<file path="src/sv/ppasf_pkg.sv">
// Shared constants, codes and word types of the ping-pong audio stream feeder.
package ppasf_pkg;

   localparam int ADDR_W      = 32;
   localparam int SIZE_W      = 24;
   localparam int CW_W        = 16;
   localparam int CREDIT_W    = 16;
   localparam int BLOCK_WORDS = 240;
   localparam int MAX_REC     = 5;
   localparam int REC_IDX_W   = $clog2(MAX_REC);
   localparam int REC_CNT_W   = $clog2(MAX_REC + 1);
   localparam int Q_DEPTH     = 2;
   localparam int Q_PTR_W     = $clog2(Q_DEPTH);
   localparam int Q_CNT_W     = $clog2(Q_DEPTH + 1);

   localparam logic [1:0] KIND_SEG    = 2'd0;
   localparam logic [1:0] KIND_REL    = 2'd1;
   localparam logic [1:0] KIND_CMD    = 2'd2;
   localparam logic [1:0] KIND_STATUS = 2'd3;

   localparam logic [CW_W-1:0] CW_START    = 16'h55d6;
   localparam logic [CW_W-1:0] CW_STOP     = 16'h55d7;
   localparam logic [CW_W-1:0] CW_STOP_ACK = 16'h55d8;

   localparam logic [CREDIT_W-1:0] CREDIT_MAX = '1;

   typedef enum logic [2:0] {
      OP_TICK   = 3'd0,
      OP_START  = 3'd1,
      OP_STOP   = 3'd2,
      OP_SUPPLY = 3'd3,
      OP_CHANGE = 3'd4,
      OP_CREDIT = 3'd5,
      OP_NONE   = 3'd6
   } op_type;

   typedef struct packed {
      op_type              op;
      logic [ADDR_W-1:0]   addr_a;
      logic [SIZE_W-1:0]   size_a;
      logic [ADDR_W-1:0]   addr_b;
      logic [SIZE_W-1:0]   size_b;
      logic                accepted;
   } item_type;

   typedef struct packed {
      logic [1:0]          kind;
      logic [ADDR_W-1:0]   addr;
      logic [SIZE_W-1:0]   count;
      logic [CW_W-1:0]     cw;
   } rec_type;

   typedef struct packed {
      rec_type [MAX_REC-1:0]  rec;
      logic [REC_CNT_W-1:0]   n;
      logic [1:0]             state;
      logic                   ok;
   } bundle_type;

endpackage

</file>
<file path="src/sv/ppasf_front.sv">
// Input stage: takes request words and classifies the command code.
module ppasf_front import ppasf_pkg::*; (
   input  logic               clock,
   input  logic               reset,
   input  logic               req_valid,
   output logic               req_stall,
   input  logic [2:0]         req_cmd,
   input  logic [ADDR_W-1:0]  req_addr_a,
   input  logic [SIZE_W-1:0]  req_size_a,
   input  logic [ADDR_W-1:0]  req_addr_b,
   input  logic [SIZE_W-1:0]  req_size_b,
   input  logic               req_queue_accepted,
   output logic               push,
   output item_type           push_item,
   input  logic               push_ready
);

   localparam logic [2:0] CMD_TICK   = 3'd0;
   localparam logic [2:0] CMD_START  = 3'd1;
   localparam logic [2:0] CMD_STOP   = 3'd2;
   localparam logic [2:0] CMD_SUPPLY = 3'd3;
   localparam logic [2:0] CMD_CHANGE = 3'd4;
   localparam logic [2:0] CMD_CREDIT = 3'd5;

   logic     valid_ff, valid_in;
   item_type item_ff, item_in;
   op_type   op_dec;
   logic     take;

   always_comb begin
      unique case (req_cmd)
         CMD_TICK:   op_dec = OP_TICK;
         CMD_START:  op_dec = OP_START;
         CMD_STOP:   op_dec = OP_STOP;
         CMD_SUPPLY: op_dec = OP_SUPPLY;
         CMD_CHANGE: op_dec = OP_CHANGE;
         CMD_CREDIT: op_dec = OP_CREDIT;
         default:    op_dec = OP_NONE;
      endcase
   end

   assign push      = valid_ff && push_ready;
   assign push_item = item_ff;
   assign req_stall = valid_ff && !push_ready;
   assign take      = req_valid && !req_stall;

   always_comb begin
      valid_in = valid_ff;
      item_in  = item_ff;
      if (push) begin
         valid_in = 1'b0;
      end
      if (take) begin
         valid_in         = 1'b1;
         item_in.op       = op_dec;
         item_in.addr_a   = req_addr_a;
         item_in.size_a   = req_size_a;
         item_in.addr_b   = req_addr_b;
         item_in.size_b   = req_size_b;
         item_in.accepted = req_queue_accepted;
      end
   end

   always_ff @(posedge clock) begin
      if (reset) begin
         valid_ff <= 1'b0;
      end else begin
         valid_ff <= valid_in;
      end
      item_ff <= item_in;
   end

endmodule

</file>
<file path="src/sv/ppasf_queue.sv">
// Two-entry queue of classified words between the input stage and the engine.
module ppasf_queue import ppasf_pkg::*; (
   input  logic      clock,
   input  logic      reset,
   input  logic      push,
   input  item_type  push_item,
   output logic      push_ready,
   input  logic      pop,
   output logic      head_valid,
   output item_type  head_item
);

   item_type             q_ff [Q_DEPTH];
   logic [Q_PTR_W-1:0]   wr_ptr_ff, wr_ptr_in;
   logic [Q_PTR_W-1:0]   rd_ptr_ff, rd_ptr_in;
   logic [Q_CNT_W-1:0]   count_ff, count_in;

   assign push_ready = count_ff != Q_CNT_W'(Q_DEPTH);
   assign head_valid = count_ff != '0;
   assign head_item  = q_ff[rd_ptr_ff];

   always_comb begin
      wr_ptr_in = wr_ptr_ff;
      rd_ptr_in = rd_ptr_ff;
      count_in  = count_ff;
      if (push) begin
         wr_ptr_in = wr_ptr_ff + Q_PTR_W'(1);
      end
      if (pop) begin
         rd_ptr_in = rd_ptr_ff + Q_PTR_W'(1);
      end
      if (push && !pop) begin
         count_in = count_ff + Q_CNT_W'(1);
      end else if (pop && !push) begin
         count_in = count_ff - Q_CNT_W'(1);
      end
   end

   always_ff @(posedge clock) begin
      if (reset) begin
         wr_ptr_ff <= '0;
         rd_ptr_ff <= '0;
         count_ff  <= '0;
      end else begin
         wr_ptr_ff <= wr_ptr_in;
         rd_ptr_ff <= rd_ptr_in;
         count_ff  <= count_in;
      end
      if (push) begin
         q_ff[wr_ptr_ff] <= push_item;
      end
   end

`ifndef SYNTHESIS
   a_no_push_when_full: assert property (@(posedge clock) disable iff (reset)
      push |-> count_ff != Q_CNT_W'(Q_DEPTH))
      else $error("word written into a full queue");

   a_no_pop_when_empty: assert property (@(posedge clock) disable iff (reset)
      pop |-> count_ff != '0)
      else $error("word taken from an empty queue");
`endif

endmodule

</file>
<file path="src/sv/ppasf_engine.sv">
// Stream engine: run state, buffer slots, credits and the block transfer sequencer.
module ppasf_engine import ppasf_pkg::*; (
   input  logic        clock,
   input  logic        reset,
   input  logic        head_valid,
   input  item_type    head_item,
   output logic        pop,
   input  logic        emit_ready,
   output logic        emit_load,
   output bundle_type  emit_bundle
);

   typedef enum logic [3:0] {
      RUN_OFF      = 4'b0001,
      RUN_STARTING = 4'b0010,
      RUN_ON       = 4'b0100,
      RUN_STOPPING = 4'b1000
   } run_type;

   typedef enum logic [7:0] {
      STEP_IDLE  = 8'b0000_0001,
      STEP_CALC  = 8'b0000_0010,
      STEP_SEG   = 8'b0000_0100,
      STEP_ADV2  = 8'b0000_1000,
      STEP_SEG2  = 8'b0001_0000,
      STEP_TAIL  = 8'b0010_0000,
      STEP_STOP2 = 8'b0100_0000,
      STEP_HAND  = 8'b1000_0000
   } step_type;

   localparam logic [1:0] STREAM_OFF      = 2'd0;
   localparam logic [1:0] STREAM_STARTING = 2'd1;
   localparam logic [1:0] STREAM_ON       = 2'd2;
   localparam logic [1:0] STREAM_STOPPING = 2'd3;

   localparam logic [SIZE_W-1:0] BLOCK_SIZE = SIZE_W'(BLOCK_WORDS);

   function automatic logic [1:0] run_code(run_type r);
      logic [1:0] code;
      unique case (r)
         RUN_OFF:      code = STREAM_OFF;
         RUN_STARTING: code = STREAM_STARTING;
         RUN_ON:       code = STREAM_ON;
         RUN_STOPPING: code = STREAM_STOPPING;
         default:      code = STREAM_OFF;
      endcase
      return code;
   endfunction

   run_type                 run_ff, run_in;
   step_type                step_ff, step_in;
   logic [ADDR_W-1:0]       slot_addr_ff [2];
   logic [ADDR_W-1:0]       slot_addr_in [2];
   logic [SIZE_W-1:0]       slot_size_ff [2];
   logic [SIZE_W-1:0]       slot_size_in [2];
   logic                    cur_slot_ff, cur_slot_in;
   logic [ADDR_W-1:0]       base_ff, base_in;
   logic [SIZE_W-1:0]       len_ff, len_in;
   logic [SIZE_W-1:0]       off_ff, off_in;
   logic [CREDIT_W-1:0]     credits_ff, credits_in;
   logic [SIZE_W-1:0]       y_ff, y_in;
   logic [ADDR_W-1:0]       sa_ff, sa_in;
   rec_type [MAX_REC-1:0]   rec_ff, rec_in;
   logic [REC_CNT_W-1:0]    n_ff, n_in;
   logic                    ok_ff, ok_in;

   logic                    finish;
   logic                    start_xfer;
   logic                    do_adv;
   logic                    use_credit;
   logic                    put;
   rec_type                 put_rec;
   logic [REC_IDX_W-1:0]    put_idx;
   logic                    adv_slot;
   logic                    adv_dead;
   logic                    off_ge_len;
   logic [SIZE_W-1:0]       moved;
   rec_type                 rel_rec;

   assign adv_slot   = ~cur_slot_ff;
   assign adv_dead   = slot_addr_ff[adv_slot] == '0;
   assign off_ge_len = off_ff >= len_ff;
   assign moved      = BLOCK_SIZE - y_ff;
   assign put_idx    = (step_ff == STEP_IDLE) ? '0 : n_ff[REC_IDX_W-1:0];

   always_comb begin
      rel_rec.kind  = KIND_REL;
      rel_rec.addr  = slot_addr_ff[cur_slot_ff];
      rel_rec.count = slot_size_ff[cur_slot_ff];
      rel_rec.cw    = '0;
   end

   always_comb begin
      run_in       = run_ff;
      step_in      = step_ff;
      slot_addr_in = slot_addr_ff;
      slot_size_in = slot_size_ff;
      cur_slot_in  = cur_slot_ff;
      base_in      = base_ff;
      len_in       = len_ff;
      off_in       = off_ff;
      credits_in   = credits_ff;
      y_in         = y_ff;
      sa_in        = sa_ff;
      rec_in       = rec_ff;
      n_in         = n_ff;
      ok_in        = ok_ff;
      finish       = 1'b0;
      start_xfer   = 1'b0;
      do_adv       = 1'b0;
      use_credit   = 1'b0;
      put          = 1'b0;
      put_rec      = '0;
      pop          = 1'b0;
      emit_load    = 1'b0;

      unique case (step_ff)
         STEP_IDLE: begin
            if (head_valid) begin
               pop   = 1'b1;
               ok_in = 1'b0;
               n_in  = '0;
               unique case (head_item.op)
                  OP_TICK: begin
                     unique case (run_ff)
                        RUN_OFF: begin
                           credits_in = '0;
                           finish     = 1'b1;
                        end
                        RUN_STARTING: begin
                           if (credits_ff > CREDIT_W'(1)) begin
                              start_xfer = 1'b1;
                           end else begin
                              if (head_item.accepted) begin
                                 put          = 1'b1;
                                 put_rec.kind = KIND_CMD;
                                 put_rec.cw   = CW_START;
                                 run_in       = RUN_ON;
                              end
                              finish = 1'b1;
                           end
                        end
                        RUN_ON: begin
                           if (credits_ff != '0) begin
                              start_xfer = 1'b1;
                           end else begin
                              finish = 1'b1;
                           end
                        end
                        RUN_STOPPING: begin
                           if (head_item.accepted) begin
                              put          = 1'b1;
                              put_rec.kind = KIND_CMD;
                              put_rec.cw   = CW_STOP;
                              step_in      = STEP_STOP2;
                           end else begin
                              finish = 1'b1;
                           end
                        end
                        default: begin
                           finish = 1'b1;
                        end
                     endcase
                  end
                  OP_START: begin
                     if (run_ff == RUN_OFF) begin
                        slot_addr_in[0] = head_item.addr_a;
                        slot_size_in[0] = head_item.size_a;
                        slot_addr_in[1] = head_item.addr_b;
                        slot_size_in[1] = head_item.size_b;
                        cur_slot_in     = 1'b0;
                        off_in          = '0;
                        base_in         = head_item.addr_a;
                        len_in          = head_item.size_a;
                        run_in          = RUN_STARTING;
                        credits_in      = '0;
                        ok_in           = 1'b1;
                     end
                     finish = 1'b1;
                  end
                  OP_STOP: begin
                     if (run_ff == RUN_ON) begin
                        run_in     = RUN_STOPPING;
                        credits_in = '0;
                        ok_in      = 1'b1;
                     end
                     finish = 1'b1;
                  end
                  OP_SUPPLY: begin
                     slot_addr_in[adv_slot] = head_item.addr_a;
                     slot_size_in[adv_slot] = head_item.size_a;
                     finish = 1'b1;
                  end
                  OP_CHANGE: begin
                     slot_addr_in[adv_slot]    = head_item.addr_a;
                     slot_size_in[adv_slot]    = head_item.size_a;
                     slot_addr_in[cur_slot_ff] = head_item.addr_b;
                     slot_size_in[cur_slot_ff] = head_item.size_b;
                     len_in = '0;
                     finish = 1'b1;
                  end
                  OP_CREDIT: begin
                     if (credits_ff != CREDIT_MAX) begin
                        credits_in = credits_ff + CREDIT_W'(1);
                     end
                     finish = 1'b1;
                  end
                  default: begin
                     finish = 1'b1;
                  end
               endcase
               if (start_xfer) begin
                  if (off_ge_len) begin
                     do_adv = 1'b1;
                     if (adv_dead) begin
                        finish = 1'b1;
                     end else begin
                        step_in = STEP_CALC;
                     end
                  end else begin
                     step_in = STEP_CALC;
                  end
               end
            end
         end
         STEP_CALC: begin
            y_in    = len_ff - off_ff;
            sa_in   = base_ff + ADDR_W'(off_ff);
            step_in = STEP_SEG;
         end
         STEP_SEG: begin
            if (y_ff >= BLOCK_SIZE) begin
               put           = 1'b1;
               put_rec.kind  = KIND_SEG;
               put_rec.addr  = sa_ff;
               put_rec.count = BLOCK_SIZE;
               use_credit    = 1'b1;
               off_in        = off_ff + BLOCK_SIZE;
               step_in       = STEP_TAIL;
            end else if (y_ff == '0) begin
               finish = 1'b1;
            end else begin
               put           = 1'b1;
               put_rec.kind  = KIND_SEG;
               put_rec.addr  = sa_ff;
               put_rec.count = y_ff;
               step_in       = STEP_ADV2;
            end
         end
         STEP_ADV2: begin
            do_adv = 1'b1;
            if (adv_dead) begin
               use_credit = 1'b1;
               finish     = 1'b1;
            end else begin
               step_in = STEP_SEG2;
            end
         end
         STEP_SEG2: begin
            put           = 1'b1;
            put_rec.kind  = KIND_SEG;
            put_rec.addr  = base_ff;
            put_rec.count = moved;
            use_credit    = 1'b1;
            off_in        = moved;
            step_in       = STEP_TAIL;
         end
         STEP_TAIL: begin
            if (off_ge_len) begin
               do_adv = 1'b1;
            end
            finish = 1'b1;
         end
         STEP_STOP2: begin
            put          = 1'b1;
            put_rec.kind = KIND_CMD;
            put_rec.cw   = CW_STOP_ACK;
            credits_in   = '0;
            run_in       = RUN_OFF;
            finish       = 1'b1;
         end
         STEP_HAND: begin
            finish = 1'b0;
         end
         default: begin
            step_in = STEP_IDLE;
         end
      endcase

      if (do_adv) begin
         put                        = 1'b1;
         put_rec                    = rel_rec;
         slot_addr_in[cur_slot_ff]  = '0;
         slot_size_in[cur_slot_ff]  = '0;
         cur_slot_in                = adv_slot;
         base_in                    = slot_addr_ff[adv_slot];
         len_in                     = slot_size_ff[adv_slot];
         off_in                     = '0;
         if (adv_dead) begin
            run_in = RUN_STOPPING;
         end
      end

      if (use_credit && credits_ff != '0) begin
         credits_in = credits_ff - CREDIT_W'(1);
      end

      if (put) begin
         rec_in[put_idx] = put_rec;
         n_in            = REC_CNT_W'(put_idx) + REC_CNT_W'(1);
      end

      if (finish || step_ff == STEP_HAND) begin
         if (emit_ready) begin
            emit_load = 1'b1;
            step_in   = STEP_IDLE;
         end else begin
            step_in = STEP_HAND;
         end
      end
   end

   always_comb begin
      emit_bundle.rec   = rec_in;
      emit_bundle.n     = n_in;
      emit_bundle.state = run_code(run_in);
      emit_bundle.ok    = ok_in;
   end

   always_ff @(posedge clock) begin
      if (reset) begin
         run_ff          <= RUN_OFF;
         step_ff         <= STEP_IDLE;
         slot_addr_ff[0] <= '0;
         slot_addr_ff[1] <= '0;
         slot_size_ff[0] <= '0;
         slot_size_ff[1] <= '0;
         cur_slot_ff     <= 1'b0;
         base_ff         <= '0;
         len_ff          <= '0;
         off_ff          <= '0;
         credits_ff      <= '0;
         n_ff            <= '0;
      end else begin
         run_ff       <= run_in;
         step_ff      <= step_in;
         slot_addr_ff <= slot_addr_in;
         slot_size_ff <= slot_size_in;
         cur_slot_ff  <= cur_slot_in;
         base_ff      <= base_in;
         len_ff       <= len_in;
         off_ff       <= off_in;
         credits_ff   <= credits_in;
         n_ff         <= n_in;
      end
      y_ff   <= y_in;
      sa_ff  <= sa_in;
      rec_ff <= rec_in;
      ok_ff  <= ok_in;
   end

`ifndef SYNTHESIS
   a_xfer_only_streaming: assert property (@(posedge clock) disable iff (reset)
      (step_ff == STEP_CALC || step_ff == STEP_SEG || step_ff == STEP_ADV2 ||
       step_ff == STEP_SEG2 || step_ff == STEP_TAIL)
      |-> (run_ff == RUN_STARTING || run_ff == RUN_ON))
      else $error("block transfer running while the stream is not active");

   a_record_bound: assert property (@(posedge clock) disable iff (reset)
      n_ff <= REC_CNT_W'(MAX_REC))
      else $error("more result words built than the buffer holds");
`endif

endmodule

</file>
<file path="src/sv/ppasf_emit.sv">
// Output stage: holds one finished item and sends its words one per cycle while rsp_stall is low.
module ppasf_emit import ppasf_pkg::*; (
   input  logic               clock,
   input  logic               reset,
   input  logic               emit_load,
   input  bundle_type         emit_bundle,
   output logic               emit_ready,
   output logic               rsp_valid,
   input  logic               rsp_stall,
   output logic [1:0]         rsp_kind,
   output logic [ADDR_W-1:0]  rsp_seg_addr,
   output logic [SIZE_W-1:0]  rsp_seg_count,
   output logic [CW_W-1:0]    rsp_command_word,
   output logic [1:0]         rsp_stream_state,
   output logic               rsp_op_ok,
   output logic               rsp_last
);

   bundle_type             bundle_ff;
   logic                   full_ff, full_in;
   logic [REC_CNT_W-1:0]   idx_ff, idx_in;
   logic                   take;
   logic                   at_status;
   rec_type                cur_rec;

   assign take       = full_ff && !rsp_stall;
   assign at_status  = idx_ff == bundle_ff.n;
   assign emit_ready = !full_ff || (take && at_status);
   assign cur_rec    = bundle_ff.rec[idx_ff[REC_IDX_W-1:0]];

   always_comb begin
      full_in = full_ff;
      idx_in  = idx_ff;
      if (take) begin
         if (at_status) begin
            full_in = 1'b0;
         end else begin
            idx_in = idx_ff + REC_CNT_W'(1);
         end
      end
      if (emit_load) begin
         full_in = 1'b1;
         idx_in  = '0;
      end
   end

   always_ff @(posedge clock) begin
      if (reset) begin
         full_ff <= 1'b0;
         idx_ff  <= '0;
      end else begin
         full_ff <= full_in;
         idx_ff  <= idx_in;
      end
      if (emit_load) begin
         bundle_ff <= emit_bundle;
      end
   end

   assign rsp_valid        = full_ff;
   assign rsp_kind         = at_status ? KIND_STATUS : cur_rec.kind;
   assign rsp_seg_addr     = at_status ? '0 : cur_rec.addr;
   assign rsp_seg_count    = at_status ? '0 : cur_rec.count;
   assign rsp_command_word = at_status ? '0 : cur_rec.cw;
   assign rsp_stream_state = bundle_ff.state;
   assign rsp_op_ok        = at_status && bundle_ff.ok;
   assign rsp_last         = at_status;

`ifndef SYNTHESIS
   a_load_when_free: assert property (@(posedge clock) disable iff (reset)
      emit_load |-> (!full_ff || (take && at_status)))
      else $error("new item loaded over one still being sent");
`endif

endmodule

</file>
<file path="src/sv/ping_pong_audio_stream_feeder.sv">
// Top level of the ping-pong audio stream feeder.
// Each request word is one command: a service tick, start, stop, supply of the next
// buffer, change of both buffers, or one returned block credit. Every request yields
// one to six response words, sent one per cycle while rsp_stall is low, ending with a
// status word that has last set; all words of a request carry the stream state after
// that request. Start, stop, buffer and credit commands are finished in the engine's
// idle step, so such requests flow at one per cycle while the response side keeps up.
// A service tick that moves a block runs through the transfer sequencer, which
// computes the remaining length and the segment address, emits at most one segment or
// buffer release per cycle, and releases used-up buffers. A two-word queue between the
// input stage and the engine, and a finished-item register on the output, let each
// side stall on its own. No clearing pass is needed after reset.
module ping_pong_audio_stream_feeder import ppasf_pkg::*; (
   input  logic               clock,
   input  logic               reset,
   input  logic               req_valid,
   output logic               req_stall,
   input  logic [2:0]         req_cmd,
   input  logic [ADDR_W-1:0]  req_addr_a,
   input  logic [SIZE_W-1:0]  req_size_a,
   input  logic [ADDR_W-1:0]  req_addr_b,
   input  logic [SIZE_W-1:0]  req_size_b,
   input  logic               req_queue_accepted,
   output logic               rsp_valid,
   input  logic               rsp_stall,
   output logic [1:0]         rsp_kind,
   output logic [ADDR_W-1:0]  rsp_seg_addr,
   output logic [SIZE_W-1:0]  rsp_seg_count,
   output logic [CW_W-1:0]    rsp_command_word,
   output logic [1:0]         rsp_stream_state,
   output logic               rsp_op_ok,
   output logic               rsp_last
);

   logic        push;
   item_type    push_item;
   logic        push_ready;
   logic        pop;
   logic        head_valid;
   item_type    head_item;
   logic        emit_ready;
   logic        emit_load;
   bundle_type  emit_bundle;

   ppasf_front u_front (
      .clock              (clock),
      .reset              (reset),
      .req_valid          (req_valid),
      .req_stall          (req_stall),
      .req_cmd            (req_cmd),
      .req_addr_a         (req_addr_a),
      .req_size_a         (req_size_a),
      .req_addr_b         (req_addr_b),
      .req_size_b         (req_size_b),
      .req_queue_accepted (req_queue_accepted),
      .push               (push),
      .push_item          (push_item),
      .push_ready         (push_ready)
   );

   ppasf_queue u_queue (
      .clock      (clock),
      .reset      (reset),
      .push       (push),
      .push_item  (push_item),
      .push_ready (push_ready),
      .pop        (pop),
      .head_valid (head_valid),
      .head_item  (head_item)
   );

   ppasf_engine u_engine (
      .clock       (clock),
      .reset       (reset),
      .head_valid  (head_valid),
      .head_item   (head_item),
      .pop         (pop),
      .emit_ready  (emit_ready),
      .emit_load   (emit_load),
      .emit_bundle (emit_bundle)
   );

   ppasf_emit u_emit (
      .clock            (clock),
      .reset            (reset),
      .emit_load        (emit_load),
      .emit_bundle      (emit_bundle),
      .emit_ready       (emit_ready),
      .rsp_valid        (rsp_valid),
      .rsp_stall        (rsp_stall),
      .rsp_kind         (rsp_kind),
      .rsp_seg_addr     (rsp_seg_addr),
      .rsp_seg_count    (rsp_seg_count),
      .rsp_command_word (rsp_command_word),
      .rsp_stream_state (rsp_stream_state),
      .rsp_op_ok        (rsp_op_ok),
      .rsp_last         (rsp_last)
   );

endmodule

</file>
<file path="config.mk">
export PLATFORM = sky130hd
export DESIGN_NAME = ping_pong_audio_stream_feeder
export DESIGN_NICKNAME = d
export VERILOG_FILES = /design/src/sv/ppasf_pkg.sv /design/src/sv/ppasf_front.sv /design/src/sv/ppasf_queue.sv /design/src/sv/ppasf_engine.sv /design/src/sv/ppasf_emit.sv /design/src/sv/ping_pong_audio_stream_feeder.sv
export SDC_FILE = /design/constraint.sdc
export NUM_CORES = 2
export LEC_CHECK = 0
export BUFFER_PORTS_ARGS = -buffer_cell sky130_fd_sc_hd__buf_2
export CAP_MARGIN = 20
export CORE_MARGIN = 1
export CORE_UTILIZATION = 56
export CTS_CLUSTER_SIZE = 12
export DETAILED_ROUTE_END_ITERATION = 6
export GPL_TIMING_DRIVEN = 0
export MAX_ROUTING_LAYER = met4
export PLACE_DENSITY = 0.76
export SETUP_SLACK_MARGIN = 0.02
export SLEW_MARGIN = 20
export SYNTH_ARGS = -nofsm -noshare
export SYNTH_HDL_FRONTEND = slang
export SYNTH_SLANG_ARGS = --single-unit
</file>
<file path="constraint.sdc">
create_clock -name clock -period 17.35 [get_ports clock]
set_input_delay 1.735 -clock clock [delete_from_list [all_inputs] [get_ports clock]]
set_output_delay 1.735 -clock clock [all_outputs]
set_load 0.1 [all_outputs]
</file>
* Yosys cells after proc, flatten, opt, wreduce, memory -nomap -nowiden
Memories as Yosys holds them, arrays and structs flattened. A register that Yosys moved wholly into a read port is not among the register bits. Index checks and enable logic that the tools add are counted.
Storage, ports and cells: bits in registers 1152, RAM bits 232, output and inout bits 80, logic and storage cells 364, memories kept 1
Memory list:
- u_queue.q_ff | words 2, bits a word 116, read ports 1, clocked after memory_dff 1, wr ports 1, line ppasf_queue.sv:13 | item_type q_ff [Q_DEPTH];
Operators by class: $add $sub $neg 12, $lt $le $gt $ge 10, eq/ne operators 42, multiplexer cells 171, bitwise gates (word level) 8, reductions and logical operators 50
Operator list (number):
- two-way mux 32 bit | 14
- two-way mux 24 bit | 17
- bitwise mux 370 bit | 1
- two-way mux 370 bit | 1
- two-way mux 64 bit | 4
- binary-select mux 74 bit (select 3 bit) | 1
- demux 74 bit (select 3 bit) | 1
- two-way mux 74 bit | 3
- two-way mux 48 bit | 4
- one-hot mux 64 bit (3 select lines) | 1
- two-way mux 16 bit | 9
- one-hot mux 48 bit (3 select lines) | 1
- bitwise mux 64 bit | 2
- two-way mux 56 bit | 2
- one-hot mux 56 bit (2 select lines) | 1
- bitwise mux 48 bit | 2
- two-way mux 8 bit | 12
- one-hot mux 16 bit (2 select lines) | 3
- one-hot mux 24 bit (3 select lines) | 1
- bitwise AND 64 bit | 1
- demux 32 bit (select 1 bit) | 2
- NOT 64 bit | 1
- two-way mux 1 bit | 49
- bitwise AND 48 bit | 1
- other kinds (75) | 159

* Longest topological paths before layout
depth in word-level cells 15, mapped depth 14

* Modules after synthesis
From an unflattened synthesis, not the netlist that was laid out.
Unflattened totals: cells, all modules 4783, area, all modules 58962.8 µm²
By module, submodules not included:
- ppasf_engine | times used 1, cells each 3289, area each 31233.7 µm², sequential area each 13593.0 µm²
- ppasf_emit | times used 1, cells each 987, area each 15441.1 µm², sequential area each 11370.9 µm²
- ppasf_queue | times used 1, cells each 383, area each 8733.4 µm², sequential area each 7066.8 µm²
- ppasf_front | times used 1, cells each 124, area each 3554.7 µm², sequential area each 3503.4 µm²

* Worst setup path after synthesis
No wires, ideal clock.
kind register to register, from register u_engine.y_ff[0], to register u_emit.bundle_ff[0] (netlist name), enable pin, setup time 1.126 ns, data arrival time 17.836 ns, data required time 16.224 ns, setup slack -1.611 ns, cell stages (with the launch flop) 11, clock period less this slack 18.961 ns, cell sequence edfxtp_1 > inv_1 > ha_1 > or3b_2 > clkbuf_1 > nor2_1 > nor4b_1 > nand2_1 > nand3b_1 > nor3_1 > nor2_1
Between the ends: longest elaborated chain between the ends 6
Ends and longest elaborated chain:
- start, declared | line ppasf_engine.sv:61 | logic [SIZE_W-1:0] y_ff, y_in;
- start signal, assigned | line ppasf_engine.sv:356 | y_ff <= y_in;
- parallel branches: the longest is 2 deep, another holds greater-or-equal comparator 24 x 8 -> 1 bit
- two-way mux 1 bit * | line ppasf_engine.sv:232 | if (y_ff >= BLOCK_SIZE) begin
- one-hot mux 1 bit (4 select lines) * | line ppasf_engine.sv:117 | unique case (step_ff)
- logical OR 1 bit * | line ppasf_engine.sv:313 | if (finish || step_ff == STEP_HAND) begin
- two-way mux 1 bit * | line ppasf_engine.sv:313
- named net emit_load | line ping_pong_audio_stream_feeder.sv:42 | logic emit_load;
- end signal, assigned | line ppasf_emit.sv:56 | bundle_ff <= emit_bundle;
- end, declared | line ppasf_emit.sv:19 | bundle_type bundle_ff;
Mark *: on every way through the listed nets, which the timed path passes. A chain may end at the register's enable or synchronous reset.

* Final worst setup path
from register u_emit.idx_ff[0], to output rsp_seg_count[22]
Between the ends: longest elaborated chain between the ends 3
Ends and longest elaborated chain:
- start, declared | line ppasf_emit.sv:21 | logic [REC_CNT_W-1:0] idx_ff, idx_in;
- start signal, assigned | line ppasf_emit.sv:53 | idx_ff <= idx_in;
- binary-select mux 74 bit (select 3 bit) | line ppasf_emit.sv:29 | assign cur_rec = bundle_ff.rec[idx_ff[REC_IDX_W-1:0]];
- two-way mux 74 bit (not written as such) | line ppasf_emit.sv:29
- two-way mux 24 bit * | line ppasf_emit.sv:63 | assign rsp_seg_count = at_status ? '0 : cur_rec.count;
- end, declared | line ping_pong_audio_stream_feeder.sv:28 | output logic [SIZE_W-1:0] rsp_seg_count,
Mark *: on every way between the ends. The rest lies on a longest branch, timed or not. The select of a mux whose other input is x is not followed.

==> impl_metrics.toml <==
[status]
status = "complete, no violations"

[finish]
final_net_count = 5188
fin_area_um2 = 63800
antenna_cells = 0
fill_cells = 7321
multi_input_area_um2 = 18800
regArea_um2 = 35500
syn_to_final_growth_pct = 14.3
drive_gt1_share_pct = 13.5

[timing]
fin_setup_tns_ps = 0
max_slew.worst_pin.slew_ps = 1290
clock.fmax_mhz = 157
finalSetupViolations = 0
skew_ps = 27.5
fin_crit_sh_pct = 36.8
rsz0062_at_grt = "no"
finalMaxSlewViolations = 0
finalHoldViolations = 0
slew_headroom_pct = 14.2
min_period_ps = 6390

[synth]
synth_edf_count = 780
synth.largest_area_cell = "edfxtp_1"
ys_async_sr_fraction_pct = 0
synth_area_per_cell_um2 = 12.1
yosys_warnings = 0
synth_fa_ha_area_share_pct = 1.35
post_synth_xor_area_fraction_pct = 1.19
syn_inst = 4617
yosys.area_share.simple_pct = 9.08
post-synth-top-count-cell = "edfxtp_1"
synth_area_um2 = 55800
synth_top_cell_area_share_pct = 41.9
synthesis.nets = 4796
ys_top_cells_by_area = "edfxtp_1, dfxtp_1, mux4_2, nor2_1, o21ai_0"
synthMuxAreaShare_pct = 7.33
synth-seq-cells = 1385
synth_ff_type = "edfxtp_1"
synth_common_cells = "edfxtp_1, dfxtp_1, nor2_1"
ys_types = 82
synth_sequential_area_ratio_pct = 63.6
synth_top_family_by_area = "compound AO/OA/AOI/OAI gates"
synth_compound_area_share_pct = 14.6

[critical_path]
cp.buffers_inverters = 5
cp.required_ps = 15610
critPathLaunchType = "flip-flop"
path_delay_family = "buffers and inverters"
crit_chain = "clkbuf_1, buf_1, nor3_1, clkbuf_1, clkbuf_1, a22oi_1, nor2_1, buf_2"
cpPeakStageDelay_ps = 760
cp_num_cells = 8
critPathMaxFanout = 10
end_kind = "output port"
path_class = "reg2out"
critPathArrivalTime_ps = 4650
cpMostUsedCell = "clkbuf_1"
cp_slowest_cell = "clkbuf_1"
reg2reg_depth = 10

[global_route]
grtUsageMet3_pct = 4.08
top_usage_layer = "met2"
grtUsageTotal_pct = 30.7
antenna_found_initial = 1
use_met2_pct = 47.9
grtUsageMet1_pct = 40.6
grt_max_degree = 56
grt_pass1_vias = 38400
grt_pass1_wl_um = 229000
grt-ovfl-total = 0

[pwr]
p_leak_nw = 22.3
peakVddDrop_v = 0.000165
power_mw = 11.2
p_per_area_nw_per_um2 = 176

[route]
dr.pass1.iters = 7
drt_iter0_drc = 4910
drc = 0
ant_nets = 0
wirelength_um = 153000
num_vias = 39900
routedWlPerCell_um = 23.8
post_drt_via_cell_ratio = 6.22

[placed_design]
port_buffers = 198
hpwlAfterDp_um = 108000
routabilityCongestion = 1.01
postPlaceCellArea_um2 = 59200

[die]
die_w_um = 318
core_um2 = 98600
dieArea_um2 = 101000
num_io_pins = 200
rows = 115
die_h_um = 318
initial_utilization_pct = 56.7

[clocking]
cts-resized-gates = 0
cts-hold-fix-buffers = 0
clock_sinks = 1385
tritoncts = "done"
cts_setup_buffers = 0
numCtsBuffers = 144
clockBufferDepth = 3
path_clk_slew_ps = 60
clk_latency_ps = 770
htree_levels = 4
cts-root-buf = "clkbuf_16"

[run]
maxCapViolCount = 0

[worst_hold_path]
min_path_type = "reg2reg"
hold_depth = 0
state kept, by name (all words and copies together), names as in the netlist, 2 cells and up, named ones only:
| register | count |
|---|---|
| u_engine.sa_ff | 32 |
| u_engine.credits_ff | 16 |
| u_engine.n_ff | 3 |
| u_engine.len_ff | 24 |
| u_engine.y_ff | 24 |
| u_engine.step_ff | 8 |
| u_engine.rec_ff | 370 |
| u_queue.q_ff | 232 |
| u_emit.rsp_stream_state | 2 |
| u_engine.slot_addr_ff | 64 |
| u_front.push_item | 116 |
| u_engine.run_ff | 4 |
| u_engine.slot_size_ff | 48 |
| u_emit.bundle_ff | 374 |
| u_queue.count_ff | 2 |
| u_engine.off_ff | 24 |
| u_emit.idx_ff | 3 |
| u_engine.base_ff | 32 |
cell families (layout without fill, tap and decap cells):
kind of cell	Yosys count	count (layout)
DFF	1385	1385
xor gates and xnor gates	76	76
buffers and inverters	389	899
AOI/OAI and AO/OA	1255	1255
and+or+nand+nor	1146	1146
muxes	307	307
adders and majority gates	59	59
cell usage in the layout (no fill, tap or decap), drive strengths merged, types with 55 or more instances in the layout:
cell,n
nor3,55
a211oi,127
buf,330
mux4,74
o221ai,55
mux2,74
clkbuf,460
edfxtp,780
dfxtp,605
nand2,403
a22oi,190
o21ai,343
a21oi,283
ha,57
mux2i,159
inv,81
nor2,426
report_power, final:
part / leakage (nW) / internal (mW) / switching (mW) / total [mW]
Clock: 2.18 / 1.70 / 1.27 / 2.97
Sequential: 12.3 / 4.34 / 0.208 / 4.54
Combinational: 7.79 / 1.01 / 2.70 / 3.71
Total: 22.3 / 7.05 / 4.18 / 11.2
path summary, 6_finish.rpt:
| kind | endpoint | from | slack, ps |
|---|---|---|---|
| setup / recovery | rsp_seg_count[22] | u_emit.idx_ff[0]$_SDFFE_PP0P_ | 10960 |
| hold / removal | u_queue.q_ff[1][72]$_DFFE_PP_ | u_front.push_item[72]$_DFFE_PP_ | 430 |
| setup reg to reg | u_engine.off_ff[13]$_SDFFE_PP0P_ | flip-flop | 12000 |
| hold reg to reg | u_queue.q_ff[1][72]$_DFFE_PP_ | u_front.push_item[72]$_DFFE_PP_ | 430 |
layer usage:
layer	up-vias	wire length [µm]
li1	18200	-
met1	19400	62100
met4	0	6690
met2	1985	71700
met3	356	12200
met5	-	0
metrics by stage:
step	hold WS (ps)	std cells	setup WS, ps	utilization, %
floorplan	419	4617	4810	-
global placement	425	6102	-384	59.3
detailed placement	429	6144	11810	60.1
CTS	440	6408	10930	64.7
global route	438	6414	10880	64.7
finish	431	6414	10960	64.7
area by class of cell:
cell class	instances	share of cell area, %
buffer	315	2.07
clock buffer	229	6.32
clock inverter	35	0.804
inverter	74	0.439
multi-input combinational	2843	29.4
sequential	1385	55.7
tap	1287	2.52
timing repair buffer	246	2.74
No activity file was read; power rests on OpenSTA's default activity.
